===== src/gda_pkg.sv =====
package gda_pkg;

    // Field widths
    localparam int YEAR_W  = 14;
    localparam int MONTH_W = 4;
    localparam int DAY_W   = 5;
    localparam int COUNT_W = 22;
    localparam int DNUM_W  = 23;   // day number of any input date
    localparam int ACC_W   = 25;   // signed day accumulator
    localparam int LEN_W   = 18;   // widest period length (400 years)
    localparam int STEP_W  = 9;    // widest year step (400)

    // Command codes
    typedef enum logic [1:0] {
        CMD_ADD      = 2'd0,
        CMD_SUB      = 2'd1,
        CMD_DIFF     = 2'd2,
        CMD_VALIDATE = 2'd3
    } t_cmd;

    // Sequencer states
    typedef enum logic [3:0] {
        ST_IDLE,
        ST_YEAR,
        ST_FIX,
        ST_MONTH,
        ST_NEXT,
        ST_DIFF,
        ST_SHIFT,
        ST_SPLIT,
        ST_MSPLIT,
        ST_EMIT
    } t_state;

    // Period levels of the year walk
    localparam logic [1:0] LVL_400 = 2'd0;
    localparam logic [1:0] LVL_100 = 2'd1;
    localparam logic [1:0] LVL_4   = 2'd2;
    localparam logic [1:0] LVL_1   = 2'd3;

    // Calendar constants
    localparam logic [YEAR_W-1:0]  MAX_YEAR       = 14'd9999;
    localparam logic [YEAR_W-1:0]  MIN_VALID_YEAR = 14'd1600;
    localparam logic [MONTH_W-1:0] MONTH_JAN      = 4'd1;
    localparam logic [MONTH_W-1:0] MONTH_FEB      = 4'd2;
    localparam logic [MONTH_W-1:0] MONTH_DEC      = 4'd12;
    localparam logic [DAY_W-1:0]   DAY_FIRST      = 5'd1;
    localparam logic [DAY_W-1:0]   DAY_LAST_DEC   = 5'd31;
    localparam logic [ACC_W-1:0]   DAYS_TO_Y10000 = 25'd3652425;
    localparam logic [COUNT_W-1:0] DIFF_MAX       = 22'd4194303;

    // Loop limits inside one 400-year cycle
    localparam logic [4:0] CENT_LAST  = 5'd3;
    localparam logic [4:0] BLOCK_LAST = 5'd24;
    localparam logic [4:0] YEAR_LAST  = 5'd3;

    typedef struct packed {
        logic [YEAR_W-1:0]  year;
        logic [MONTH_W-1:0] month;
        logic [DAY_W-1:0]   day;
        logic [COUNT_W-1:0] days;
        logic               valid;
        logic               err;
    } t_result;

    // Days in month m; codes outside 1..12 read as 31
    function automatic logic [DAY_W-1:0] month_len(input logic leap,
                                                   input logic [MONTH_W-1:0] m);
        logic [DAY_W-1:0] len;
        case (m)
            MONTH_FEB:                 len = leap ? 5'd29 : 5'd28;
            4'd4, 4'd6, 4'd9, 4'd11:   len = 5'd30;
            default:                   len = 5'd31;
        endcase
        return len;
    endfunction

    // Force a month code into 1..12
    function automatic logic [MONTH_W-1:0] clamp_month(input logic [MONTH_W-1:0] m);
        logic [MONTH_W-1:0] res;
        if (m == 4'd0) begin
            res = MONTH_JAN;
        end else if (m > MONTH_DEC) begin
            res = MONTH_DEC;
        end else begin
            res = m;
        end
        return res;
    endfunction

    // Years covered by one step at a level
    function automatic logic [STEP_W-1:0] year_step(input logic [1:0] lvl);
        logic [STEP_W-1:0] s;
        case (lvl)
            LVL_400: s = 9'd400;
            LVL_100: s = 9'd100;
            LVL_4:   s = 9'd4;
            default: s = 9'd1;
        endcase
        return s;
    endfunction

    // Base days of one step when counting years up to a date
    function automatic logic [LEN_W-1:0] base_days(input logic [1:0] lvl);
        logic [LEN_W-1:0] d;
        case (lvl)
            LVL_400: d = 18'd146097;
            LVL_100: d = 18'd36524;
            LVL_4:   d = 18'd1461;
            default: d = 18'd365;
        endcase
        return d;
    endfunction

    // Exact length of the next period when splitting a day number;
    // the first period of each level may carry or lose a leap day
    function automatic logic [LEN_W-1:0] period_len(input logic [1:0] lvl,
                                                    input logic first,
                                                    input logic cent0,
                                                    input logic blk0);
        logic [LEN_W-1:0] d;
        case (lvl)
            LVL_400: d = 18'd146097;
            LVL_100: d = first ? 18'd36525 : 18'd36524;
            LVL_4:   d = (first && !cent0) ? 18'd1460 : 18'd1461;
            default: d = (first && !(blk0 && !cent0)) ? 18'd366 : 18'd365;
        endcase
        return d;
    endfunction

    // Room for another period at this level
    function automatic logic split_room(input logic [1:0] lvl, input logic [4:0] k);
        logic room;
        case (lvl)
            LVL_400: room = 1'b1;
            LVL_100: room = (k < CENT_LAST);
            LVL_4:   room = (k < BLOCK_LAST);
            default: room = (k < YEAR_LAST);
        endcase
        return room;
    endfunction

endpackage


===== src/gregorian_date_arithmetic.sv =====
// Channel  | Handshake                  | Beat carries
// ---------+----------------------------+----------------------------------------------
// input    | i_in_valid / o_in_ready    | cmd, year/month/day a and b, day_count
// output   | o_out_valid / i_out_ready  | year/month/day out, days_between, flags
//
// One beat in flight at a time; o_in_ready is high only while the sequencer idles.
// The time a beat takes follows the year walk of the shared step unit
// (400-, 100-, 4- and 1-year periods) and the walk over the months.
// A finished result waits in the output register; the next beat is taken meanwhile
// and only its final hand-off stalls on a full output register.
// Reset (synchronous, active low) returns to idle and empties the output register.
module gregorian_date_arithmetic (
    input  logic        i_clk,
    input  logic        i_rst_n,
    input  logic        i_in_valid,
    output logic        o_in_ready,
    input  logic [1:0]  i_cmd,
    input  logic [13:0] i_year_a,
    input  logic [3:0]  i_month_a,
    input  logic [4:0]  i_day_a,
    input  logic [13:0] i_year_b,
    input  logic [3:0]  i_month_b,
    input  logic [4:0]  i_day_b,
    input  logic [21:0] i_day_count,
    output logic        o_out_valid,
    input  logic        i_out_ready,
    output logic [13:0] o_year_out,
    output logic [3:0]  o_month_out,
    output logic [4:0]  o_day_out,
    output logic [21:0] o_days_between,
    output logic        o_date_valid,
    output logic        o_range_error
);

    // Control state
    gda_pkg::t_state r_state, n_state;
    logic [1:0]      r_lvl, n_lvl;
    logic [4:0]      r_k, n_k;
    logic            r_sel_b, n_sel_b;
    logic            r_out_valid, n_out_valid;

    // Beat payload
    gda_pkg::t_cmd   r_cmd, n_cmd;
    logic [13:0]     r_ya, n_ya, r_yb, n_yb;
    logic [3:0]      r_ma, n_ma, r_mb, n_mb;
    logic [4:0]      r_da, n_da, r_db, n_db;
    logic [21:0]     r_cnt, n_cnt;

    // Working registers
    logic [13:0]        r_yr, n_yr;
    logic signed [24:0] r_acc, n_acc;
    logic [2:0]         r_nz, n_nz;
    logic               r_leap, n_leap;
    logic               r_cent0, n_cent0;
    logic               r_blk0, n_blk0;
    logic [3:0]         r_mon, n_mon;
    logic [22:0]        r_dna, n_dna;
    gda_pkg::t_result   r_res, n_res, r_out, n_out;

    // Shared step unit
    logic signed [24:0] u_day_op, u_day_res;
    logic               u_day_sub;
    logic [8:0]         u_yr_op;
    logic [14:0]        u_yr_res;
    logic               u_yr_sub;

    logic               w_accept;
    logic               w_yr_take;
    logic               w_split_take;
    logic               w_msplit_take;
    logic               w_month_more;
    logic               w_under;
    logic               w_over;
    logic               w_emit_go;
    logic               w_fwd_leap;
    logic [3:0]         w_len_month;
    logic [4:0]         w_mlen;
    logic [4:0]         w_day_src;
    logic [4:0]         w_day_cl;
    logic signed [6:0]  w_fix_add;
    logic               w_ok;
    logic [24:0]        w_mag;

    assign o_in_ready = (r_state == gda_pkg::ST_IDLE);
    assign w_accept   = i_in_valid && o_in_ready;
    assign w_emit_go  = !r_out_valid || i_out_ready;

    // Month length for the day clamp or the current month of a walk
    assign w_len_month = (r_state == gda_pkg::ST_FIX) ? r_mon : r_k[3:0];
    assign w_mlen      = gda_pkg::month_len(r_leap, w_len_month);

    // Clamp the day into 1..month length
    assign w_day_src = r_sel_b ? r_db : r_da;
    assign w_day_cl  = (w_day_src == 5'd0)  ? gda_pkg::DAY_FIRST :
                       (w_day_src > w_mlen) ? w_mlen : w_day_src;

    // Day-1 plus the leap-day correction of the year walk
    assign w_fix_add = $signed({2'b0, w_day_cl}) - 7'sd1
                     + $signed({6'b0, r_nz[0]}) + $signed({6'b0, r_nz[2]})
                     - $signed({6'b0, r_nz[1]});

    // Leap year from the remainders left by the 400/100/4 walk
    assign w_fwd_leap = !r_nz[2] && (r_nz[1] || !r_nz[0]);

    // Operand select for the step unit
    always_comb begin
        u_day_op  = '0;
        u_day_sub = 1'b0;
        u_yr_op   = gda_pkg::year_step(r_lvl);
        u_yr_sub  = 1'b1;
        case (r_state)
            gda_pkg::ST_YEAR: begin
                u_day_op = $signed({7'b0, gda_pkg::base_days(r_lvl)});
            end
            gda_pkg::ST_FIX: begin
                u_day_op = {{18{w_fix_add[6]}}, w_fix_add};
            end
            gda_pkg::ST_MONTH: begin
                u_day_op = $signed({20'b0, w_mlen});
            end
            gda_pkg::ST_NEXT: begin
                if (r_cmd == gda_pkg::CMD_DIFF) begin
                    u_day_op  = $signed({2'b0, r_dna});
                    u_day_sub = 1'b1;
                end else begin
                    u_day_op  = $signed({3'b0, r_cnt});
                    u_day_sub = (r_cmd == gda_pkg::CMD_SUB);
                end
            end
            gda_pkg::ST_SHIFT: begin
                u_day_op  = $signed(gda_pkg::DAYS_TO_Y10000);
                u_day_sub = 1'b1;
            end
            gda_pkg::ST_SPLIT: begin
                u_day_op  = $signed({7'b0, gda_pkg::period_len(r_lvl, r_k == 5'd0,
                                                                r_cent0, r_blk0)});
                u_day_sub = 1'b1;
                u_yr_sub  = 1'b0;
            end
            gda_pkg::ST_MSPLIT: begin
                u_day_op  = $signed({20'b0, w_mlen});
                u_day_sub = 1'b1;
            end
            default: begin
                u_day_op = '0;
            end
        endcase
    end

    // Step unit: day accumulator and year counter move together
    assign u_day_res = u_day_sub ? (r_acc - u_day_op) : (r_acc + u_day_op);
    assign u_yr_res  = u_yr_sub ? ({1'b0, r_yr} - {6'b0, u_yr_op})
                                : ({1'b0, r_yr} + {6'b0, u_yr_op});

    assign w_yr_take     = !u_yr_res[14];
    assign w_split_take  = gda_pkg::split_room(r_lvl, r_k) && !u_day_res[24];
    assign w_msplit_take = (r_k < {1'b0, gda_pkg::MONTH_DEC}) && !u_day_res[24];
    assign w_month_more  = ({1'b0, r_mon} > r_k);
    assign w_under       = r_acc[24];
    assign w_over        = !r_acc[24] && !u_day_res[24];
    assign w_mag         = r_acc[24] ? 25'(-r_acc) : 25'(r_acc);

    // Validity of the first date
    always_comb begin
        w_ok = (r_ya > gda_pkg::MIN_VALID_YEAR) && (r_da != 5'd0) && (r_da <= w_mlen);
        if (!(r_ma inside {[gda_pkg::MONTH_JAN:gda_pkg::MONTH_DEC]})) begin
            w_ok = 1'b0;
        end
    end

    // Next state
    always_comb begin
        n_state = r_state;
        case (r_state)
            gda_pkg::ST_IDLE: begin
                if (w_accept) n_state = gda_pkg::ST_YEAR;
            end
            gda_pkg::ST_YEAR: begin
                if (!w_yr_take && r_lvl == gda_pkg::LVL_1) n_state = gda_pkg::ST_FIX;
            end
            gda_pkg::ST_FIX: begin
                n_state = (r_cmd == gda_pkg::CMD_VALIDATE) ? gda_pkg::ST_EMIT
                                                           : gda_pkg::ST_MONTH;
            end
            gda_pkg::ST_MONTH: begin
                if (!w_month_more) n_state = gda_pkg::ST_NEXT;
            end
            gda_pkg::ST_NEXT: begin
                if (r_cmd == gda_pkg::CMD_DIFF) begin
                    n_state = r_sel_b ? gda_pkg::ST_DIFF : gda_pkg::ST_YEAR;
                end else begin
                    n_state = gda_pkg::ST_SHIFT;
                end
            end
            gda_pkg::ST_DIFF: begin
                n_state = gda_pkg::ST_EMIT;
            end
            gda_pkg::ST_SHIFT: begin
                n_state = (w_under || w_over) ? gda_pkg::ST_EMIT : gda_pkg::ST_SPLIT;
            end
            gda_pkg::ST_SPLIT: begin
                if (!w_split_take && r_lvl == gda_pkg::LVL_1) n_state = gda_pkg::ST_MSPLIT;
            end
            gda_pkg::ST_MSPLIT: begin
                if (!w_msplit_take) n_state = gda_pkg::ST_EMIT;
            end
            gda_pkg::ST_EMIT: begin
                if (w_emit_go) n_state = gda_pkg::ST_IDLE;
            end
            default: begin
                n_state = gda_pkg::ST_IDLE;
            end
        endcase
    end

    // Datapath and output register updates
    always_comb begin
        n_lvl   = r_lvl;
        n_k     = r_k;
        n_sel_b = r_sel_b;
        n_cmd   = r_cmd;
        n_ya    = r_ya;
        n_yb    = r_yb;
        n_ma    = r_ma;
        n_mb    = r_mb;
        n_da    = r_da;
        n_db    = r_db;
        n_cnt   = r_cnt;
        n_yr    = r_yr;
        n_acc   = r_acc;
        n_nz    = r_nz;
        n_leap  = r_leap;
        n_cent0 = r_cent0;
        n_blk0  = r_blk0;
        n_mon   = r_mon;
        n_dna   = r_dna;
        n_res   = r_res;
        n_out   = r_out;
        // drop the held result once taken
        n_out_valid = r_out_valid && !i_out_ready;

        case (r_state)
            gda_pkg::ST_IDLE: begin
                // capture the beat and start the year walk of the first date
                if (w_accept) begin
                    n_cmd   = gda_pkg::t_cmd'(i_cmd);
                    n_ya    = i_year_a;
                    n_ma    = i_month_a;
                    n_da    = i_day_a;
                    n_yb    = i_year_b;
                    n_mb    = i_month_b;
                    n_db    = i_day_b;
                    n_cnt   = i_day_count;
                    n_yr    = i_year_a;
                    n_mon   = gda_pkg::clamp_month(i_month_a);
                    n_acc   = '0;
                    n_lvl   = gda_pkg::LVL_400;
                    n_k     = '0;
                    n_sel_b = 1'b0;
                    n_res   = '0;
                end
            end
            gda_pkg::ST_YEAR: begin
                // count whole periods before the year, then record the remainder
                if (w_yr_take) begin
                    n_yr  = u_yr_res[13:0];
                    n_acc = u_day_res;
                end else begin
                    if (r_lvl == gda_pkg::LVL_1) begin
                        n_leap = w_fwd_leap;
                        n_k    = {4'b0, 1'b1};
                    end else begin
                        n_nz[r_lvl] = (r_yr != 14'd0);
                    end
                    n_lvl = r_lvl + 2'd1;
                end
            end
            gda_pkg::ST_FIX: begin
                if (r_cmd == gda_pkg::CMD_VALIDATE) begin
                    n_res.valid = w_ok;
                end else begin
                    n_acc = u_day_res;
                end
            end
            gda_pkg::ST_MONTH: begin
                // add the months before the date's month
                if (w_month_more) begin
                    n_acc = u_day_res;
                    n_k   = r_k + 5'd1;
                end
            end
            gda_pkg::ST_NEXT: begin
                if (r_cmd == gda_pkg::CMD_DIFF && !r_sel_b) begin
                    // hold the first day number and walk the second date
                    n_dna   = r_acc[22:0];
                    n_sel_b = 1'b1;
                    n_yr    = r_yb;
                    n_mon   = gda_pkg::clamp_month(r_mb);
                    n_acc   = '0;
                    n_lvl   = gda_pkg::LVL_400;
                    n_k     = '0;
                end else begin
                    n_acc = u_day_res;
                end
            end
            gda_pkg::ST_DIFF: begin
                n_res.days = (w_mag > {3'b0, gda_pkg::DIFF_MAX}) ? gda_pkg::DIFF_MAX
                                                                : w_mag[21:0];
            end
            gda_pkg::ST_SHIFT: begin
                if (w_under) begin
                    n_res.year  = '0;
                    n_res.month = gda_pkg::MONTH_JAN;
                    n_res.day   = gda_pkg::DAY_FIRST;
                    n_res.err   = 1'b1;
                end else if (w_over) begin
                    n_res.year  = gda_pkg::MAX_YEAR;
                    n_res.month = gda_pkg::MONTH_DEC;
                    n_res.day   = gda_pkg::DAY_LAST_DEC;
                    n_res.err   = 1'b1;
                end else begin
                    n_yr  = '0;
                    n_lvl = gda_pkg::LVL_400;
                    n_k   = '0;
                end
            end
            gda_pkg::ST_SPLIT: begin
                // peel whole periods off the day number
                if (w_split_take) begin
                    n_acc = u_day_res;
                    n_yr  = u_yr_res[13:0];
                    n_k   = r_k + 5'd1;
                end else begin
                    n_k = '0;
                    case (r_lvl)
                        gda_pkg::LVL_100: n_cent0 = (r_k == 5'd0);
                        gda_pkg::LVL_4:   n_blk0  = (r_k == 5'd0);
                        gda_pkg::LVL_1: begin
                            n_leap = (r_k == 5'd0) && !(r_blk0 && !r_cent0);
                            n_k    = {4'b0, 1'b1};
                        end
                        default: n_k = '0;
                    endcase
                    n_lvl = r_lvl + 2'd1;
                end
            end
            gda_pkg::ST_MSPLIT: begin
                // peel whole months; the remainder is the day
                if (w_msplit_take) begin
                    n_acc = u_day_res;
                    n_k   = r_k + 5'd1;
                end else begin
                    n_res.year  = r_yr;
                    n_res.month = r_k[3:0];
                    n_res.day   = r_acc[4:0] + 5'd1;
                end
            end
            gda_pkg::ST_EMIT: begin
                if (w_emit_go) begin
                    n_out       = r_res;
                    n_out_valid = 1'b1;
                end
            end
            default: begin
                n_res = r_res;
            end
        endcase
    end

    // Control registers
    always_ff @(posedge i_clk) begin
        if (!i_rst_n) begin
            r_state     <= gda_pkg::ST_IDLE;
            r_lvl       <= gda_pkg::LVL_400;
            r_k         <= '0;
            r_sel_b     <= 1'b0;
            r_out_valid <= 1'b0;
        end else begin
            r_state     <= n_state;
            r_lvl       <= n_lvl;
            r_k         <= n_k;
            r_sel_b     <= n_sel_b;
            r_out_valid <= n_out_valid;
        end
    end

    // Payload and working registers
    always_ff @(posedge i_clk) begin
        r_cmd   <= n_cmd;
        r_ya    <= n_ya;
        r_yb    <= n_yb;
        r_ma    <= n_ma;
        r_mb    <= n_mb;
        r_da    <= n_da;
        r_db    <= n_db;
        r_cnt   <= n_cnt;
        r_yr    <= n_yr;
        r_acc   <= n_acc;
        r_nz    <= n_nz;
        r_leap  <= n_leap;
        r_cent0 <= n_cent0;
        r_blk0  <= n_blk0;
        r_mon   <= n_mon;
        r_dna   <= n_dna;
        r_res   <= n_res;
        r_out   <= n_out;
    end

    assign o_out_valid    = r_out_valid;
    assign o_year_out     = r_out.year;
    assign o_month_out    = r_out.month;
    assign o_day_out      = r_out.day;
    assign o_days_between = r_out.days;
    assign o_date_valid   = r_out.valid;
    assign o_range_error  = r_out.err;

    // The remainder being split never goes negative
    a_split_nonneg: assert property (@(posedge i_clk) disable iff (!i_rst_n)
        (r_state == gda_pkg::ST_SPLIT || r_state == gda_pkg::ST_MSPLIT) |-> !r_acc[24])
        else $error("split remainder negative");

    // Month walk stays within 1..12
    a_month_idx: assert property (@(posedge i_clk) disable iff (!i_rst_n)
        (r_state == gda_pkg::ST_MSPLIT) |-> (r_k >= 5'd1 && r_k <= 5'd12))
        else $error("month index out of range");

    // A range error pins the date to one end of the calendar
    a_err_fields: assert property (@(posedge i_clk) disable iff (!i_rst_n)
        (o_out_valid && o_range_error) |->
            (o_days_between == '0 && !o_date_valid &&
             ((o_year_out == '0 && o_month_out == gda_pkg::MONTH_JAN &&
               o_day_out == gda_pkg::DAY_FIRST) ||
              (o_year_out == gda_pkg::MAX_YEAR && o_month_out == gda_pkg::MONTH_DEC &&
               o_day_out == gda_pkg::DAY_LAST_DEC))))
        else $error("range error with bad date fields");

    // An accepted beat starts the year walk at the 400-year level
    a_accept_start: assert property (@(posedge i_clk) disable iff (!i_rst_n)
        w_accept |=> (r_state == gda_pkg::ST_YEAR && r_lvl == gda_pkg::LVL_400 && !r_sel_b))
        else $error("walk did not start after accept");

endmodule


===== config.mk =====
export PLATFORM = sky130hd
export DESIGN_NAME = gregorian_date_arithmetic
export DESIGN_NICKNAME = d
export VERILOG_FILES = /design/src/gda_pkg.sv /design/src/gregorian_date_arithmetic.sv
export SDC_FILE = /design/constraint.sdc
export NUM_CORES = 1
export LEC_CHECK = 0
export BUFFER_PORTS_ARGS = -buffer_cell sky130_fd_sc_hd__clkbuf_2
export CORE_ASPECT_RATIO = 1.1
export CORE_UTILIZATION = 43
export DETAILED_ROUTE_END_ITERATION = 12
export HOLD_SLACK_MARGIN = 0.15
export PLACE_DENSITY = 0.66
export SYNTH_ARGS = -nofsm -noshare
export SYNTH_HDL_FRONTEND = slang
export SYNTH_SLANG_ARGS = --single-unit

===== constraint.sdc =====
create_clock -name i_clk -period 19.4 [get_ports i_clk]
set_clock_uncertainty 0.05 [all_clocks]
set_input_delay 0.97 -clock i_clk [delete_from_list [all_inputs] [get_ports i_clk]]
set_output_delay 0.97 -clock i_clk [all_outputs]
set_load 0.02 [all_outputs]

==> results.md <==
* Final setup viols at 0
* CP Capture Type: register
* CP required at 19.61 ns
* Mapped Area at 0.0136 sq mm
* Peak supply drop at 0.132 mV
* GRT Total Usage at 0.210
* Hold_buf cts at 0
* First-pass GRT wire length at 52000 um
* Row Count at 67
* Slew Limit Fails at 0
* 1st-pass router iterations at 4
* Setup slack, reg-to-reg at 8.73 ns
* Switching share of power at 0.431
* Leakage at 6.08 nW
* Initial antenna violation count at 0
* Vias in the first global route at 9348
* Post-synth top flop: edfxtp_1
* Min cycle time layout at 10.67 ns
* Vias per cell at 5.60
* Setup ws final at 8.73 ns
* Layout area overhead at 14.2%
* Max H-tree Level at 1
* Synth warnings at 0
* GP Congestion at 0.965
* Core ar. at 0.0308 sq mm
* CTS root buf: clkbuf_16
* Max-slew headroom at 0.246
* Initial Utilization at 0.441
* Fill cells at 2824
* Worst path arrival time at 10.89 ns
* Chip Width at 172 um
* Net Sw Power at 1.32 mW
* Int Power at 1.75 mW
* CP startpoint kind: register
* Status: completed
* Gate power share at 0.527
* CP max FO at 25
* Kind of critical path: reg2reg
* Post-CTS Setup Inserts at 0
* Min-Delay Path Class: reg2reg
* Hold path start: r_res[5]$_SDFFCE_PN0P_
* Cts repair resizes at 0
* Seq/Total Area, Yosys at 0.540
* Largest net degree at the start of global routing at 71
* MaxCap Viol Count at 0
* Worst slack, placed at 8.90 ns
* Nets at 1487
* CP max stage cell: nor4b_4
* Setup_tns at 0 ns
* Post-synthesis register bit count at 249
* Share of layout cells above drive strength 1 at 0.161
* Mapped Cells at 1221
* Hold endpoint: o_days_between[3]$_DFFE_PP_
* RSZ-0062 raised after global routing: false
* Clock Power Share at 0.161
* Final hold vios at 0
* DPL Wire Length at 25100 um
* Peak Freq at 93.7 MHz
* EDFF count, synth at 236
* Num CTS Buffers at 26
* Final period util at 0.550
* Die height at 189 um
* Slew @ Worst Pin at 1.13 ns
* I/O Pins at 123
* Synthesized Nets at 1365
* Worst-path clk slew at 0.06 ns
* Largest stage delay on the critical path at 0.97 ns
* Detail Route Antenna Nets at 0
* Pwr dens at 198 mW/mm^2
* 1st-iter DRT viols at 788
* N_diodes at 0
* Average cell area after synthesis at 11.2 sq um
* DRC violations left at 0
* Routed len/inst at 19.1 um
* Clock latency on the worst-skew pair at 0.54 ns
* Clock tree buffer depth at 3
* Flop pwr share at 0.312
* Full die area at 0.0324 sq mm
* Grt total ovfl at 0
* CTS tree: built
* R2R Path Start: r_state[2]$_SDFFE_PN0P_
* Via Count at 9959
* WL final at 34000 um
* R2r worst-path depth at 38
* Synth async-reset ratio at 0
* IO buf count at 122
* Reg2reg end: r_acc[17]$_SDFFCE_PN0P_
* Yosys cell types at 85
* CTS Sinks at 249
* Hold Crit Depth at 0
* Critical path's most frequent cell: nand2_1
final cells by class:
class / instances / area [sq um] / share of cell area
repair buffers: 139 / 738 / 0.0475
clock buffers: 34 / 722 / 0.0464
clock inverters: 14 / 129 / 0.00829
flip-flops and latches: 249 / 7350 / 0.473
well taps: 414 / 518 / 0.0333
multi-input cells: 874 / 5890 / 0.379
inverters: 53 / 199 / 0.0128
registers in the layout, indices dropped and copies added, names as in the netlist, 5 cells and up:
name,cells
o_year_out,14
r_k,5
r_db,5
r_acc,25
r_yr,14
o_days_between,22
o_day_out,5
r_da,5
r_ya,14
r_cnt,22
r_yb,14
r_res,47
r_dna,23
cells in the final DEF (no fill, tap or decap), drive strengths merged, types with 11 or more instances in the layout:
cell,netlist,final
o211ai,13,13
ha,66,66
o31ai,13,13
and3,13,13
a21o,16,16
clkbuf,28,156
a31oi,11,11
edfxtp,236,236
nor2b,25,25
xor2,53,53
o21a,12,12
nand2b,16,16
buf,17,17
o21ai,79,79
xnor2,26,26
dfxtp,13,13
nand3,20,20
nor2,108,108
a21oi,90,90
inv,52,54
nor3,16,16
a211oi,19,19
nand2,99,99
nor4,17,17
or3,15,15
mux2i,27,27
synth_stat cells, types with 9 or more instances:
cell      instances  area share
a21o_1           16      0.0088
o21ai_0          76       0.028
dfxtp_1          13       0.019
nor3_1           16      0.0059
clkbuf_1         27      0.0074
mux2i_1          27       0.020
edfxtp_1        236        0.52
o211ai_1         10      0.0055
nor2b_1          25       0.011
or3_1            14      0.0064
o21a_1           12      0.0066
nor4_1           17      0.0078
xor2_1           53       0.034
inv_1            51       0.014
a211oi_1         18      0.0099
nand3_1          20      0.0074
o31ai_1          13      0.0072
a31oi_1          11      0.0051
a21oi_1          87       0.032
nand2_1          99       0.027
nand2b_1         16      0.0074
ha_1             66       0.061
a22oi_1           9      0.0050
xnor2_1          26       0.017
and2_1            9      0.0041
nor2_1          107       0.029
and3_1           13      0.0060
critical path: cells and delay by family, from the launching register on:
family | cells | cell delay [ns]
buffers and inverters | 2 | 0.30
and+or+nand+nor | 14 | 3.46
AOI/OAI and AO/OA | 15 | 4.21
adders and majority gates | 4 | 1.20
xor gates and xnor gates | 2 | 0.37
muxes | 1 | 0.20
DFF | 1 | 0.59
per-layer routing:
| metal | vias up | GRT usage | wire (um) |
|---|---|---|---|
| met2 | 399 | 0.315 | 14700 |
| met1 | 4678 | 0.306 | 15800 |
| met3 | 64 | 0.0416 | 2780 |
| met5 | - | 0 | 0 |
| met4 | 0 | 0.0628 | 777 |
| li1 | 4818 | - | - |
worst max path at each step:
stage / endpoint / slack (ns) / depth (start not counted) / from
2_1_floorplan: r_res[24]$_SDFFCE_PN0P_ / 8.64 / 37 / r_state[0]$_SDFFE_PN0P_
3_3_place_gp: r_acc[16]$_SDFFCE_PN0P_ / 9.31 / 38 / r_state[2]$_SDFFE_PN0P_
3_5_place_dp: r_acc[11]$_SDFFCE_PN0P_ / 8.90 / 38 / r_state[2]$_SDFFE_PN0P_
4_1_cts: r_acc[17]$_SDFFCE_PN0P_ / 8.87 / 38 / r_state[2]$_SDFFE_PN0P_
5_1_grt: r_acc[17]$_SDFFCE_PN0P_ / 7.77 / 38 / r_state[2]$_SDFFE_PN0P_
6_report: r_acc[17]$_SDFFCE_PN0P_ / 8.73 / 38 / r_state[2]$_SDFFE_PN0P_
logic make-up after synthesis:
family | after synthesis | share of synthesized area
simple gates | 384 | 0.144
compound gates | 308 | 0.145
flops | 249 | 0.540
buf+inv | 98 | 0.0300
xor+xnor | 79 | 0.0508
fa+ha+maj | 70 | 0.0665
mux | 32 | 0.0240
other cells | 1 | 0.000275
power groups by stage:
stage          Clock, mW  Combinational (mW)  Sequential [mW]
6_report           0.494                1.62            0.959
5_1_grt            0.527                1.79            0.973
4_1_cts            0.508                1.61            0.956
3_5_place_dp           0                1.60            0.965
3_3_place_gp           0                1.58            0.964
2_1_floorplan          0                1.23            0.916
stage by stage:
| step | std cells | hold slack [ns] | area, sq um | utilization | power (mW) |
|---|---|---|---|---|---|
| global placement | 1729 | 0.352 | 14700 | 0.476 | 2.55 |
| finish | 1777 | 0.367 | 15500 | 0.504 | 3.07 |
| CTS | 1777 | 0.368 | 15500 | 0.504 | 3.07 |
| floorplan | 1221 | 0.350 | 13600 | - | 2.15 |
| global route | 1777 | 0.374 | 15500 | 0.504 | 3.29 |
| detailed placement | 1729 | 0.355 | 14700 | 0.476 | 2.56 |
Power figures use the tool's default switching activity.
